[src/sv/tgarle_pkg.sv]
// Package for the TGA run-length pixel decoder.
// Shared types, codes, queue entry layout and size clamps. No dependencies.
package tgarle_pkg;

   localparam int unsigned MAX_DIM      = 4096;
   localparam int unsigned DIM_W        = 13;
   localparam int unsigned POS_W        = 12;
   localparam int unsigned QUEUE_DEPTH  = 4;
   localparam int unsigned QUEUE_IDX_W  = $clog2(QUEUE_DEPTH);
   localparam int unsigned CSR_IDX_W    = 3;
   localparam int unsigned CSR_DATA_W   = 13;

   typedef enum logic [CSR_IDX_W-1:0] {
      CSR_PIXEL_FORMAT  = 3'd0,
      CSR_RLE_ENABLE    = 3'd1,
      CSR_BOTTOM_TO_TOP = 3'd2,
      CSR_IMAGE_WIDTH   = 3'd3,
      CSR_IMAGE_HEIGHT  = 3'd4
   } csr_index_type;

   typedef enum logic [1:0] {
      FMT_GRAY = 2'd0,
      FMT_BGR  = 2'd1,
      FMT_BGRA = 2'd2
   } pixel_format_type;

   typedef enum logic {
      PHASE_HEADER = 1'b0,
      PHASE_PIXEL  = 1'b1
   } phase_type;

   // width and height already clamped to their legal ranges
   typedef struct packed {
      logic [1:0]       pixel_format;
      logic             rle_enable;
      logic             bottom_to_top;
      logic [DIM_W-1:0] width;
      logic [DIM_W-1:0] height;
   } cfg_type;

   typedef struct packed {
      logic        restart;
      logic        has_run;
      logic [31:0] pixel;
      logic [7:0]  count;
   } run_cmd_type;

   localparam logic [7:0] RUN_HEADER_BASE = 8'd127;

   function automatic logic [DIM_W-1:0] clamp_width(input logic [DIM_W-1:0] w);
      logic [DIM_W-1:0] r;
      r = w;
      if (w > DIM_W'(MAX_DIM)) r = DIM_W'(MAX_DIM);
      if (w < DIM_W'(4)) r = DIM_W'(4);
      return r;
   endfunction

   function automatic logic [DIM_W-1:0] clamp_height(input logic [DIM_W-1:0] h);
      logic [DIM_W-1:0] r;
      r = h;
      if (h > DIM_W'(MAX_DIM)) r = DIM_W'(MAX_DIM);
      if (h < DIM_W'(1)) r = DIM_W'(1);
      return r;
   endfunction

endpackage

[src/sv/tgarle_if.sv]
// Channel interfaces of the TGA run-length pixel decoder.
// Request bytes, span responses and register writes. No dependencies.
interface tgarle_req_if;
   logic       valid;
   logic       ready;
   logic [7:0] data_byte;
   logic       image_start;
   modport source (output valid, data_byte, image_start, input ready);
   modport sink   (input valid, data_byte, image_start, output ready);
endinterface

interface tgarle_rsp_if;
   logic        valid;
   logic        ready;
   logic [31:0] pixel_value;
   logic [11:0] dest_row;
   logic [11:0] start_column;
   logic [7:0]  span_length;
   logic        last_span;
   logic        image_done;
   modport source (output valid, pixel_value, dest_row, start_column, span_length,
                   last_span, image_done, input ready);
   modport sink   (input valid, pixel_value, dest_row, start_column, span_length,
                   last_span, image_done, output ready);
endinterface

interface tgarle_csr_if;
   logic        valid;
   logic        ready;
   logic [2:0]  index;
   logic [12:0] data;
   modport source (output valid, index, data, input ready);
   modport sink   (input valid, index, data, output ready);
endinterface

[src/sv/tgarle_front.sv]
// Front end: packet header parsing and pixel byte gathering.
// Pushes run commands into the queue. Uses tgarle_pkg and tgarle_req_if.
module tgarle_front
   import tgarle_pkg::*;
(
   input  logic          clock,
   input  logic          reset,
   tgarle_req_if.sink    req,
   input  cfg_type       cfg,
   input  logic          queue_full,
   output logic          push,
   output run_cmd_type   push_cmd
);

   phase_type   phase_ff, phase_in;
   logic [7:0]  rem_ff, rem_in;
   logic        isrun_ff, isrun_in;
   logic [1:0]  idx_ff, idx_in;
   logic [23:0] gather_ff, gather_in;

   phase_type   phase_s;
   logic [7:0]  rem_s;
   logic        isrun_s;
   logic [1:0]  idx_s;
   logic [23:0] gather_s;
   logic [1:0]  last_idx;
   logic        take, hdr, gathering, done;
   logic [7:0]  b;

   assign req.ready = !queue_full;
   assign take      = req.valid && req.ready;
   assign b         = req.data_byte;

   assign phase_s  = req.image_start ? PHASE_HEADER : phase_ff;
   assign rem_s    = req.image_start ? 8'd0 : rem_ff;
   assign isrun_s  = req.image_start ? 1'b0 : isrun_ff;
   assign idx_s    = req.image_start ? 2'd0 : idx_ff;
   assign gather_s = req.image_start ? 24'd0 : gather_ff;

   assign last_idx  = (cfg.pixel_format == FMT_GRAY) ? 2'd0 :
                      (cfg.pixel_format == FMT_BGR)  ? 2'd2 : 2'd3;
   assign hdr       = cfg.rle_enable && (phase_s == PHASE_HEADER);
   assign gathering = !hdr && (idx_s < last_idx);
   assign done      = !hdr && !gathering;

   always_comb begin
      phase_in = phase_ff;
      if (take) begin
         phase_in = phase_s;
         if (hdr) begin
            phase_in = PHASE_PIXEL;
         end else if (done) begin
            if (!cfg.rle_enable || isrun_s || rem_s == 8'd1) begin
               phase_in = PHASE_HEADER;
            end
         end
      end
   end

   always_comb begin
      rem_in    = rem_ff;
      isrun_in  = isrun_ff;
      idx_in    = idx_ff;
      gather_in = gather_ff;
      push      = 1'b0;
      push_cmd  = '0;
      push_cmd.restart = req.image_start;
      case (last_idx)
         2'd0:    push_cmd.pixel = {24'd0, b};
         2'd2:    push_cmd.pixel = {8'd0, gather_s[7:0], gather_s[15:8], b};
         default: push_cmd.pixel = {b, gather_s[7:0], gather_s[15:8], gather_s[23:16]};
      endcase
      push_cmd.count = 8'd1;
      if (take) begin
         rem_in    = rem_s;
         isrun_in  = isrun_s;
         idx_in    = idx_s;
         gather_in = gather_s;
         push      = req.image_start;
         if (hdr) begin
            idx_in = 2'd0;
            if (b > RUN_HEADER_BASE) begin
               isrun_in = 1'b1;
               rem_in   = b - RUN_HEADER_BASE;
            end else begin
               isrun_in = 1'b0;
               rem_in   = b + 8'd1;
            end
         end else if (gathering) begin
            case (idx_s)
               2'd0:    gather_in[7:0]   = b;
               2'd1:    gather_in[15:8]  = b;
               default: gather_in[23:16] = b;
            endcase
            idx_in = idx_s + 2'd1;
         end else begin
            idx_in           = 2'd0;
            push             = 1'b1;
            push_cmd.has_run = 1'b1;
            if (!cfg.rle_enable) begin
               rem_in   = 8'd0;
               isrun_in = 1'b0;
            end else if (isrun_s) begin
               push_cmd.count = rem_s;
               rem_in         = 8'd0;
               isrun_in       = 1'b0;
            end else begin
               rem_in = rem_s - 8'd1;
            end
         end
      end
   end

   always_ff @(posedge clock) begin
      if (reset) begin
         phase_ff  <= PHASE_HEADER;
         rem_ff    <= 8'd0;
         isrun_ff  <= 1'b0;
         idx_ff    <= 2'd0;
         gather_ff <= 24'd0;
      end else begin
         phase_ff  <= phase_in;
         rem_ff    <= rem_in;
         isrun_ff  <= isrun_in;
         idx_ff    <= idx_in;
         gather_ff <= gather_in;
      end
   end

endmodule

[src/sv/tgarle_queue.sv]
// Short run-command queue between front and back ends.
// Uses tgarle_pkg for the entry type and depth.
module tgarle_queue
   import tgarle_pkg::*;
(
   input  logic        clock,
   input  logic        reset,
   input  logic        push,
   input  run_cmd_type push_cmd,
   input  logic        pop,
   output logic        full,
   output logic        head_valid,
   output run_cmd_type head_cmd
);

   run_cmd_type                slot_ff [QUEUE_DEPTH];
   logic [QUEUE_IDX_W-1:0]     wr_ff, wr_in, rd_ff, rd_in;
   logic [QUEUE_IDX_W:0]       count_ff, count_in;
   logic                       do_push, do_pop;

   assign full       = count_ff == (QUEUE_IDX_W+1)'(QUEUE_DEPTH);
   assign head_valid = count_ff != '0;
   assign head_cmd   = slot_ff[rd_ff];
   assign do_push    = push && !full;
   assign do_pop     = pop && head_valid;

   always_comb begin
      wr_in    = do_push ? wr_ff + 1'b1 : wr_ff;
      rd_in    = do_pop ? rd_ff + 1'b1 : rd_ff;
      count_in = count_ff + (QUEUE_IDX_W+1)'(do_push) - (QUEUE_IDX_W+1)'(do_pop);
   end

   always_ff @(posedge clock) begin
      if (reset) begin
         wr_ff    <= '0;
         rd_ff    <= '0;
         count_ff <= '0;
      end else begin
         wr_ff    <= wr_in;
         rd_ff    <= rd_in;
         count_ff <= count_in;
      end
   end

   always_ff @(posedge clock) begin
      if (do_push) begin
         slot_ff[wr_ff] <= push_cmd;
      end
   end

endmodule

[src/sv/tgarle_back.sv]
// Back end: splits runs into row spans, tracks position, drives responses.
// Uses tgarle_pkg and tgarle_rsp_if.
module tgarle_back
   import tgarle_pkg::*;
(
   input  logic          clock,
   input  logic          reset,
   input  cfg_type       cfg,
   input  logic          head_valid,
   input  run_cmd_type   head_cmd,
   output logic          pop,
   tgarle_rsp_if.source  rsp
);

   logic [POS_W-1:0] col_ff, col_in, row_ff, row_in;
   logic             fin_ff, fin_in;
   logic             busy_ff, busy_in;
   logic [7:0]       nrem_ff, nrem_in;

   logic             valid_ff, valid_in;
   logic [31:0]      pixel_ff, pixel_in;
   logic [11:0]      drow_ff, drow_in, scol_ff, scol_in;
   logic [7:0]       len_ff, len_in;
   logic             last_ff, last_in, done_ff, done_in;

   logic             restart, step, dead, wrap, at_end, fin_nx, last;
   logic [7:0]       n_cur, n_nx, len;
   logic [POS_W-1:0] col_s, row_s;
   logic             fin_s;
   logic [DIM_W-1:0] col_e, row_e, room, col_nx, row_nx;

   assign restart = !busy_ff && head_cmd.restart;
   assign col_s   = restart ? '0 : col_ff;
   assign row_s   = restart ? '0 : row_ff;
   assign fin_s   = restart ? 1'b0 : fin_ff;
   assign n_cur   = busy_ff ? nrem_ff : head_cmd.count;

   assign wrap   = {1'b0, col_s} >= cfg.width;
   assign col_e  = wrap ? '0 : {1'b0, col_s};
   assign row_e  = {1'b0, row_s} + DIM_W'(wrap);
   assign dead   = !head_cmd.has_run || fin_s || n_cur == 8'd0 ||
                   {1'b0, row_s} >= cfg.height || row_e >= cfg.height;
   assign room   = cfg.width - col_e;
   assign len    = (room > DIM_W'(n_cur)) ? n_cur : room[7:0];
   assign col_nx = col_e + DIM_W'(len);
   assign at_end = col_nx == cfg.width;
   assign row_nx = row_e + DIM_W'(at_end);
   assign fin_nx = at_end && row_nx >= cfg.height;
   assign n_nx   = n_cur - len;
   assign last   = n_nx == 8'd0 || fin_nx;

   assign step = head_valid && (!valid_ff || rsp.ready);
   assign pop  = step && (dead || last);

   always_comb begin
      col_in  = col_ff;
      row_in  = row_ff;
      fin_in  = fin_ff;
      busy_in = busy_ff;
      nrem_in = nrem_ff;
      if (step) begin
         if (dead) begin
            col_in  = col_s;
            row_in  = row_s;
            fin_in  = fin_s || (head_cmd.has_run && n_cur != 8'd0);
            busy_in = 1'b0;
         end else begin
            col_in  = at_end ? '0 : col_nx[POS_W-1:0];
            row_in  = row_nx[POS_W-1:0];
            fin_in  = fin_nx;
            busy_in = !last;
            nrem_in = n_nx;
         end
      end
   end

   always_comb begin
      valid_in = valid_ff && !rsp.ready;
      pixel_in = pixel_ff;
      drow_in  = drow_ff;
      scol_in  = scol_ff;
      len_in   = len_ff;
      last_in  = last_ff;
      done_in  = done_ff;
      if (step && !dead) begin
         valid_in = 1'b1;
         pixel_in = head_cmd.pixel;
         drow_in  = cfg.bottom_to_top ? 12'(cfg.height - DIM_W'(1) - row_e) : row_e[11:0];
         scol_in  = col_e[11:0];
         len_in   = len;
         last_in  = last;
         done_in  = fin_nx;
      end
   end

   always_ff @(posedge clock) begin
      if (reset) begin
         col_ff   <= '0;
         row_ff   <= '0;
         fin_ff   <= 1'b0;
         busy_ff  <= 1'b0;
         nrem_ff  <= 8'd0;
         valid_ff <= 1'b0;
      end else begin
         col_ff   <= col_in;
         row_ff   <= row_in;
         fin_ff   <= fin_in;
         busy_ff  <= busy_in;
         nrem_ff  <= nrem_in;
         valid_ff <= valid_in;
      end
   end

   always_ff @(posedge clock) begin
      pixel_ff <= pixel_in;
      drow_ff  <= drow_in;
      scol_ff  <= scol_in;
      len_ff   <= len_in;
      last_ff  <= last_in;
      done_ff  <= done_in;
   end

   assign rsp.valid        = valid_ff;
   assign rsp.pixel_value  = pixel_ff;
   assign rsp.dest_row     = drow_ff;
   assign rsp.start_column = scol_ff;
   assign rsp.span_length  = len_ff;
   assign rsp.last_span    = last_ff;
   assign rsp.image_done   = done_ff;

endmodule

[src/sv/tga_rle_pixel_decoder_top.sv]
// Top level of the TGA run-length pixel decoder: registers, front, queue, back.
// Uses tgarle_pkg, tgarle_if, tgarle_front, tgarle_queue and tgarle_back.
//
//   channel   dir   payload                                           request
//   req_bus   in    data_byte[7:0], image_start                       one stream byte
//   rsp_bus   out   pixel_value[31:0], dest_row[11:0], start_column   one row span
//                   [11:0], span_length[7:0], last_span, image_done
//   csr_bus   in    index[2:0], data[12:0]                            register write
//
// Bytes are taken one per cycle while the four-entry run queue has room.
// The back end emits one span per cycle unless the response stalls; a run is
// split into one span per row, and an entry that yields no span is just popped.
// Reset is synchronous; config returns to 24-bit, RLE, top-to-bottom, 4x1.
// A stalled response holds the back end; the front keeps filling the queue.
module tga_rle_pixel_decoder_top
   import tgarle_pkg::*;
(
   input  logic          clock,
   input  logic          reset,
   tgarle_req_if.sink    req_bus,
   tgarle_rsp_if.source  rsp_bus,
   tgarle_csr_if.sink    csr_bus
);

   logic [1:0]       fmt_ff;
   logic             rle_ff, btt_ff;
   logic [DIM_W-1:0] width_ff, height_ff;
   cfg_type          cfg;

   logic             queue_full, push, pop, head_valid;
   run_cmd_type      push_cmd, head_cmd;

   assign csr_bus.ready = 1'b1;

   always_ff @(posedge clock) begin
      if (reset) begin
         fmt_ff    <= FMT_BGR;
         rle_ff    <= 1'b1;
         btt_ff    <= 1'b0;
         width_ff  <= DIM_W'(4);
         height_ff <= DIM_W'(1);
      end else if (csr_bus.valid) begin
         case (csr_bus.index)
            CSR_PIXEL_FORMAT:  fmt_ff    <= csr_bus.data[1:0];
            CSR_RLE_ENABLE:    rle_ff    <= csr_bus.data[0];
            CSR_BOTTOM_TO_TOP: btt_ff    <= csr_bus.data[0];
            CSR_IMAGE_WIDTH:   width_ff  <= csr_bus.data;
            CSR_IMAGE_HEIGHT:  height_ff <= csr_bus.data;
            default: ;
         endcase
      end
   end

   assign cfg.pixel_format  = fmt_ff;
   assign cfg.rle_enable    = rle_ff;
   assign cfg.bottom_to_top = btt_ff;
   assign cfg.width         = clamp_width(width_ff);
   assign cfg.height        = clamp_height(height_ff);

   tgarle_front u_front (
      .clock      (clock),
      .reset      (reset),
      .req        (req_bus),
      .cfg        (cfg),
      .queue_full (queue_full),
      .push       (push),
      .push_cmd   (push_cmd)
   );

   tgarle_queue u_queue (
      .clock      (clock),
      .reset      (reset),
      .push       (push),
      .push_cmd   (push_cmd),
      .pop        (pop),
      .full       (queue_full),
      .head_valid (head_valid),
      .head_cmd   (head_cmd)
   );

   tgarle_back u_back (
      .clock      (clock),
      .reset      (reset),
      .cfg        (cfg),
      .head_valid (head_valid),
      .head_cmd   (head_cmd),
      .pop        (pop),
      .rsp        (rsp_bus)
   );

   a_done_is_last: assert property (@(posedge clock) disable iff (reset)
      rsp_bus.valid && rsp_bus.image_done |-> rsp_bus.last_span)
      else $error("image_done span not marked last");

   a_span_in_row: assert property (@(posedge clock) disable iff (reset)
      rsp_bus.valid |-> ({1'b0, rsp_bus.start_column} + DIM_W'(rsp_bus.span_length)
                         <= cfg.width) && rsp_bus.span_length != 8'd0)
      else $error("span runs past the row end");

   a_reset_clears: assert property (@(posedge clock)
      reset |=> !rsp_bus.valid && !head_valid)
      else $error("response or queue live after reset");

   a_no_push_full: assert property (@(posedge clock) disable iff (reset)
      queue_full |-> !push)
      else $error("push into a full queue");

endmodule
[src/flat_wrapper.sv]
// flat-port wrapper written by rule: the top's interface ports become plain ports
module tga_rle_pixel_decoder_top_flat import tgarle_pkg::*;
  (clock, reset, req_bus_valid, req_bus_data_byte, req_bus_image_start, req_bus_ready, rsp_bus_valid, rsp_bus_pixel_value, rsp_bus_dest_row, rsp_bus_start_column, rsp_bus_span_length, rsp_bus_last_span, rsp_bus_image_done, rsp_bus_ready, csr_bus_valid, csr_bus_index, csr_bus_data, csr_bus_ready);
  tgarle_req_if req_bus_i ();
  tgarle_rsp_if rsp_bus_i ();
  tgarle_csr_if csr_bus_i ();
  input  logic clock;
  input  logic reset;
  input wire logic [$bits(req_bus_i.valid)-1:0] req_bus_valid;
  input wire logic [$bits(req_bus_i.data_byte)-1:0] req_bus_data_byte;
  input wire logic [$bits(req_bus_i.image_start)-1:0] req_bus_image_start;
  output wire logic [$bits(req_bus_i.ready)-1:0] req_bus_ready;
  output wire logic [$bits(rsp_bus_i.valid)-1:0] rsp_bus_valid;
  output wire logic [$bits(rsp_bus_i.pixel_value)-1:0] rsp_bus_pixel_value;
  output wire logic [$bits(rsp_bus_i.dest_row)-1:0] rsp_bus_dest_row;
  output wire logic [$bits(rsp_bus_i.start_column)-1:0] rsp_bus_start_column;
  output wire logic [$bits(rsp_bus_i.span_length)-1:0] rsp_bus_span_length;
  output wire logic [$bits(rsp_bus_i.last_span)-1:0] rsp_bus_last_span;
  output wire logic [$bits(rsp_bus_i.image_done)-1:0] rsp_bus_image_done;
  input wire logic [$bits(rsp_bus_i.ready)-1:0] rsp_bus_ready;
  input wire logic [$bits(csr_bus_i.valid)-1:0] csr_bus_valid;
  input wire logic [$bits(csr_bus_i.index)-1:0] csr_bus_index;
  input wire logic [$bits(csr_bus_i.data)-1:0] csr_bus_data;
  output wire logic [$bits(csr_bus_i.ready)-1:0] csr_bus_ready;
  assign req_bus_i.valid = req_bus_valid;
  assign req_bus_i.data_byte = req_bus_data_byte;
  assign req_bus_i.image_start = req_bus_image_start;
  assign req_bus_ready = req_bus_i.ready;
  assign rsp_bus_valid = rsp_bus_i.valid;
  assign rsp_bus_pixel_value = rsp_bus_i.pixel_value;
  assign rsp_bus_dest_row = rsp_bus_i.dest_row;
  assign rsp_bus_start_column = rsp_bus_i.start_column;
  assign rsp_bus_span_length = rsp_bus_i.span_length;
  assign rsp_bus_last_span = rsp_bus_i.last_span;
  assign rsp_bus_image_done = rsp_bus_i.image_done;
  assign rsp_bus_i.ready = rsp_bus_ready;
  assign csr_bus_i.valid = csr_bus_valid;
  assign csr_bus_i.index = csr_bus_index;
  assign csr_bus_i.data = csr_bus_data;
  assign csr_bus_ready = csr_bus_i.ready;
  tga_rle_pixel_decoder_top u_core (.clock(clock), .reset(reset), .req_bus(req_bus_i), .rsp_bus(rsp_bus_i), .csr_bus(csr_bus_i));
endmodule
[config.mk]
export PLATFORM = sky130hd
export DESIGN_NAME = tga_rle_pixel_decoder_top_flat
export DESIGN_NICKNAME = d
export VERILOG_FILES = /design/src/sv/tgarle_pkg.sv /design/src/sv/tgarle_if.sv /design/src/sv/tgarle_front.sv /design/src/sv/tgarle_queue.sv /design/src/sv/tgarle_back.sv /design/src/sv/tga_rle_pixel_decoder_top.sv /design/src/flat_wrapper.sv
export SDC_FILE = /design/constraint.sdc
export NUM_CORES = 1
export LEC_CHECK = 0
export BUFFER_PORTS_ARGS = -buffer_cell sky130_fd_sc_hd__buf_2
export CAP_MARGIN = 20
export CORE_ASPECT_RATIO = 1.25
export CORE_UTILIZATION = 29
export CTS_CLUSTER_SIZE = 40
export DETAILED_ROUTE_END_ITERATION = 6
export GPL_TIMING_DRIVEN = 0
export REMOVE_ABC_BUFFERS = 1
export SYNTH_ARGS = -nofsm -noshare
export SYNTH_HDL_FRONTEND = slang
export SYNTH_SLANG_ARGS = --single-unit
[constraint.sdc]
create_clock -name clock -period 16.01 [get_ports clock]
set_clock_uncertainty 0.2 [all_clocks]
set_input_delay 0.8005 -clock clock [delete_from_list [all_inputs] [get_ports clock]]
set_output_delay 0.8005 -clock clock [all_outputs]
set_load 0.005 [all_outputs]
Yosys cells after proc, flatten, opt, wreduce, memory -nomap -nowiden
Memory sizes are Yosys's and may differ from the RTL's. A register that Yosys moved wholly into a read port is not among the register bits.
Index checks and enable logic that the tools add are counted.
{"block": "op_classes", "add_sub_neg": 15, "magnitude_cmp": 11, "eq_ne": 10, "n_mux": 58, "bitwise": 2, "reduce_logical": 48}
{"cell": "two-way mux 8 bit", "count": 16}
{"cell": "two-way mux 12 bit", "count": 7}
{"cell": "two-way mux 24 bit", "count": 3}
{"cell": "one-hot mux 32 bit (2 select lines)", "count": 1}
{"cell": "two-way mux 13 bit", "count": 4}
{"cell": ">= comparator 12 x 13 -> 1 bit", "count": 2}
{"cell": ">= comparator 13 bit", "count": 2}
{"cell": "> comparator 13 bit (second input constant)", "count": 2}
{"cell": "two-way mux 1 bit", "count": 21}
{"cell": "logical NOT 8 bit", "count": 2}
{"cell": "adder 12 x 1 -> 13 bit", "count": 1}
{"cell": "adder 12 x 8 -> 13 bit", "count": 1}
{"cell": "adder 13 x 1 -> 13 bit", "count": 1}
{"cell": "== test 13 bit", "count": 1}
{"cell": "> comparator 13 x 8 -> 1 bit", "count": 1}
{"cell": "logical AND 1 bit", "count": 13}
{"cell": "less-than comparator 13 x 1 -> 1 bit (second input constant)", "count": 1}
{"cell": "less-than comparator 13 x 3 -> 1 bit (second input constant)", "count": 1}
{"cell": "subtractor 13 x 12 -> 13 bit", "count": 1}
{"cell": "two-way mux 2 bit", "count": 6}
{"cell": "AND reduction 2 bit", "count": 6}
{"cell": "subtractor 12 x 1 -> 12 bit (second input constant)", "count": 1}
{"cell": "subtractor 12 bit", "count": 1}
{"cell": "logical NOT 1 bit", "count": 10}
{"cell": "22 further kinds", "count": 39}
{"block": "word_totals", "register_bits": 174, "ram_bits": 168, "in_bits": 30, "output_inout_bits": 69, "elab_cells": 170, "n_memories": 1}
{"memory": "u_core.u_queue.slot_ff", "depth": 4, "width": 42, "rd": 1, "rd_ports_with_merged_regs": 1, "wr": 1, "line_no": "tgarle_queue.sv:16", "rtl": "run_cmd_type slot_ff [QUEUE_DEPTH];"}

Longest topological paths before layout
{"block": "depth", "depth_word": 19, "ltp_mapped": 62}

Hierarchy
Synthesis repeated with hierarchy kept, for this count alone.
{"block": "hier_totals", "cells_unflattened": 1653, "area_unflattened_um2": 18398.9}
{"mod": "tgarle_back", "n_inst": 1, "cells_each": 912, "area_per_inst_um2": 8165.3}
{"mod": "tgarle_queue", "n_inst": 1, "cells_each": 269, "area_per_inst_um2": 6581.3}
{"mod": "tgarle_front", "n_inst": 1, "cells_each": 302, "area_per_inst_um2": 2263.4}
{"mod": "tga_rle_pixel_decoder_top", "n_inst": 1, "cells_each": 170, "area_per_inst_um2": 1388.8}

Worst setup path before layout
Ideal clock, no wire load.
{"block": "synth_path", "path_kind": "register -> register", "startpoint": "register (tool-made name)", "endpoint": "register u_core.u_queue.count_ff[2]", "setup_ns": 0.128, "t_arrival_ns": 12.192, "t_required_ns": 15.682, "slack_ns": 3.490, "stages_incl_launch_ff": 63, "synth_period_minus_slack_ns": 12.520, "cell_sequence": "dfxtp_1 -> buf_6 -> mux4_2 -> nand2b_2 -> buf_2 -> clkbuf_1 -> clkbuf_1 -> and2_1 -> ha_1 -> a211oi_1 -> nor2_1 -> o31ai_2 -> and3_1 -> inv_1 -> nor2_1 -> nand2_1 -> fa_1 -> a21o_1 -> (+27 left out) -> xnor2_1 -> ha_1 -> nand2_1 -> nor2_1 -> nand2_1 -> o21ai_0 -> nand3_1 -> a2111oi_4 -> o21ai_0 -> nand2_1 -> ha_1 -> inv_1 -> ha_1 -> inv_1 -> fa_1 -> xor2_1 -> xnor2_1 -> nor2_1"}
{"item": "to (signal assigned)", "line_no": "tgarle_queue.sv:41", "rtl": "count_ff <= count_in;"}
{"item": "to (decl)", "line_no": "tgarle_queue.sv:18", "rtl": "logic [QUEUE_IDX_W:0] count_ff, count_in;"}

==> reports/qor.txt <==
Post-synth EDFFs: 234
Worst EP arrival: 14.92 ns
Clock Sinks: 344
Routed wire length: 45500 um
Die width: 223 um
Ys flop type: edfxtp_1
Clk root buf: clkbuf_16
Setup TNS Final: 0 ns
Setup CP Type: register to register
Fmax: 0.0681 GHz
R2r endpoint: u_core.u_queue.count_ff[2]
P&R area growth vs syn: 16.6%
# port buffers: 97
Site Rows: 100
Max-cap violations: 0
Crit-path max cell delay: 0.57 ns
Flop-to-flop setup slack: 1.32 ns
Final setup viols: 0
Gp weighted congestion: 0.874
Share of cells above drive strength 1: 15.0%
DRT iter0 DRCs: 817
Commonest non-fill, non-tap cell in the layout: edfxtp_1
Worst min path class: register to register
Fin. Hold Viols: 0
Clock-pin slew on the worst setup and hold paths: 0.06 ns
CTS Buf Count: 40
GRT Overall Usage: 14.7%
Top cell type's share of synthesized area: 39.6%
Pleak: 7.90 nW
Yosys reg bits: 344
DRT antenna net count: 0
Global-route wire length before repair: 71200 um
Yosys warning total: 0
Slowest-stage cell, CP: dfxtp_4
Fillcell total: 5910
Fin area: 20700 um^2
First-pass DRT Iterations: 5
CTS tree: built
Via count: 12475
RSZ-0062 raised after global routing: false
Netlist Area Pre-Place: 17700 um^2
Largest cells by area after synthesis: edfxtp_1 40%, dfxtp_1 12%, ha_1 7.8%
Slew Limit Headroom: 26.0%
CP Capture Type: register
Die Y: 278 um
Hold Crit Depth: 2
Placed cell area: 19100 um^2
Post-DR vias/cell: 5.02
Initial Utilization: 29.6%
H-tree levels: 2
Library cells used by synthesis: 81
Vias in the first global route: 12647
Max VDD drop: 0.101 mV
Final net count: 1830
Status: finished, final reports clean
Routed len/inst: 18.3 um
Overflow after GRT: 0
Worst-Margin Slew: 1.11 ns
Seq/Total Area, Yosys: 52.1%
Largest net degree at the start of global routing: 79
Period Utilization, post-route: 91.7%
Async set-reset flop share out of synthesis: 0%
Clk buf depth: 3
Hold-fix buffer count after cts: 0
Minimum clock period: 14.69 ns
R2r worst-path depth: 57
Hold path start: u_core.u_front.idx_ff[0]
CP required: 16.24 ns
Pins over their slew limit: 0
Critical Path Most Common Cell: ha_1
Largest area contributor in the netlist: edfxtp_1
Commonest cells after routing, fill and taps aside: 234 x edfxtp_1, 171 x nand2_1, 126 x nor2_1
Avg Inst Size Synth: 11.1 um^2
Overall die area: 62100 um^2
Power per cell area: 188 nW/um^2
Worst-path maximum fanout: 32
Post-Syn Instances: 1592
Startpoint Class: register
# IOs: 99
# DRC: 0
Final HPWL DP: 32500 um
WHS: 0.258 ns
Core box area: 59900 um^2
WHS Endpoint: u_core.u_front.idx_ff[0]
Latest clock arrival within the worst-skew pair: 0.57 ns
Initial antenna violation count: 6
-- layer usage --
metal	part of all wire [%]	GRT usage [%]
met5	0.051	0
met1	41	17.7
met3	5.2	3.14
met4	2.6	4.86
met2	51	25.9
-- synthesized netlist by cell type, drive strengths merged, types with 10 or more instances --
cell / instances
and3: 12
nor3: 34
o21ai: 50
a211oi: 14
o22ai: 10
edfxtp: 234
o21a: 13
a22o: 13
nand3: 34
a22oi: 31
ha: 111
or3: 10
a21o: 19
nor2b: 14
nand2b: 21
inv: 99
nand4: 11
xnor2: 45
clkbuf: 49
a21oi: 92
xor2: 15
and2: 60
buf: 16
nand2: 171
mux2i: 10
nor2: 127
nor4: 10
mux4: 42
dfxtp: 110
-- registers in the layout, indices dropped and copies added, names as in the netlist, 2 cells and up, named ones only --
signal and cells:
u_core.u_queue.slot_ff 168, u_core.u_back.rsp.pixel_value 32, u_core.u_front.gather_ff 24, u_core.height_ff 13
u_core.width_ff 13, u_core.u_back.col_ff 12, u_core.u_back.row_ff 12, u_core.u_back.rsp.dest_row 12
u_core.u_back.rsp.start_column 12, u_core.u_back.nrem_ff 8, u_core.u_back.rsp.span_length 8, u_core.u_front.rem_ff 8
u_core.u_queue.count_ff 3, u_core.fmt_ff 2, u_core.u_front.idx_ff 2, u_core.u_queue.rd_ff 2
u_core.u_queue.wr_ff 2
-- cell families (layout without fill, tap and decap cells) --
kind of cell | after synthesis | count (layout) | share of synthesized area [%]
mux | 60 | 60 | 6.41
fa+ha+maj | 116 | 116 | 8.40
other cells | 1 | 4 | 0.0212
flops | 344 | 344 | 52.1
xor+xnor | 62 | 62 | 3.22
compound gates | 311 | 311 | 11.8
buf+inv | 166 | 290 | 3.64
simple gates | 532 | 532 | 14.5
-- worst max-delay path: cells and delay by family (launching register included) --
family / cells / cell delay (ns)
AND/OR/NAND/NOR: 24 / 5.38
XOR/XNOR: 4 / 0.70
adder cells (fa/ha/maj): 11 / 3.14
AO/OA/AOI/OAI: 11 / 3.16
multiplexers: 2 / 0.89
flip-flops: 1 / 0.57
buffers and inverters: 5 / 0.52
-- timing repair --
action,in CTS,in global routing
setup buffers,0,5
resized for setup,0,6
setup endpoints to repair,0,8
-- layout make-up --
cell class | count | area [um^2] | area share (%)
flip-flops and latches | 344 | 9240 | 44.7
multi-input cells | 1082 | 7880 | 38.1
clock buffers | 54 | 1150 | 5.55
well taps | 765 | 957 | 4.63
repair buffers | 115 | 773 | 3.74
inverters | 101 | 382 | 1.85
clock inverters | 20 | 282 | 1.36
diodes | 3 | 7.51 | 0.0363
-- power breakdown --
group | switching, mW | total (mW) | internal (mW)
clock | 0.384 | 0.977 | 0.593
combinational | 1.02 | 1.71 | 0.693
sequential | 0.0708 | 1.19 | 1.12
total | 1.47 | 3.88 | 2.40
-- worst max-delay path by stage --
stage          startpoint                          to  cells after the start
2_1_floorplan    register  u_core.u_queue.count_ff[2]                     57
3_3_place_gp     register  u_core.u_queue.count_ff[2]                     56
3_5_place_dp     register  u_core.u_queue.count_ff[2]                     56
4_1_cts          register  u_core.u_queue.count_ff[2]                     56
5_1_grt          register  u_core.u_queue.count_ff[2]                     57
6_report         register  u_core.u_queue.count_ff[2]                     57
-- through the flow --
stage	worst slack (ns)	total power, mW	cells	util (%)
detailed placement	0.293	2.92	2400	31.9
finish	1.32	3.88	2484	34.5
global placement	-1.81	2.87	2389	31.5
floorplan	2.30	2.36	1527	-
global route	0.211	4.14	2484	34.5
CTS	0.191	3.92	2474	34.3
Power figures use the tool's default switching activity.
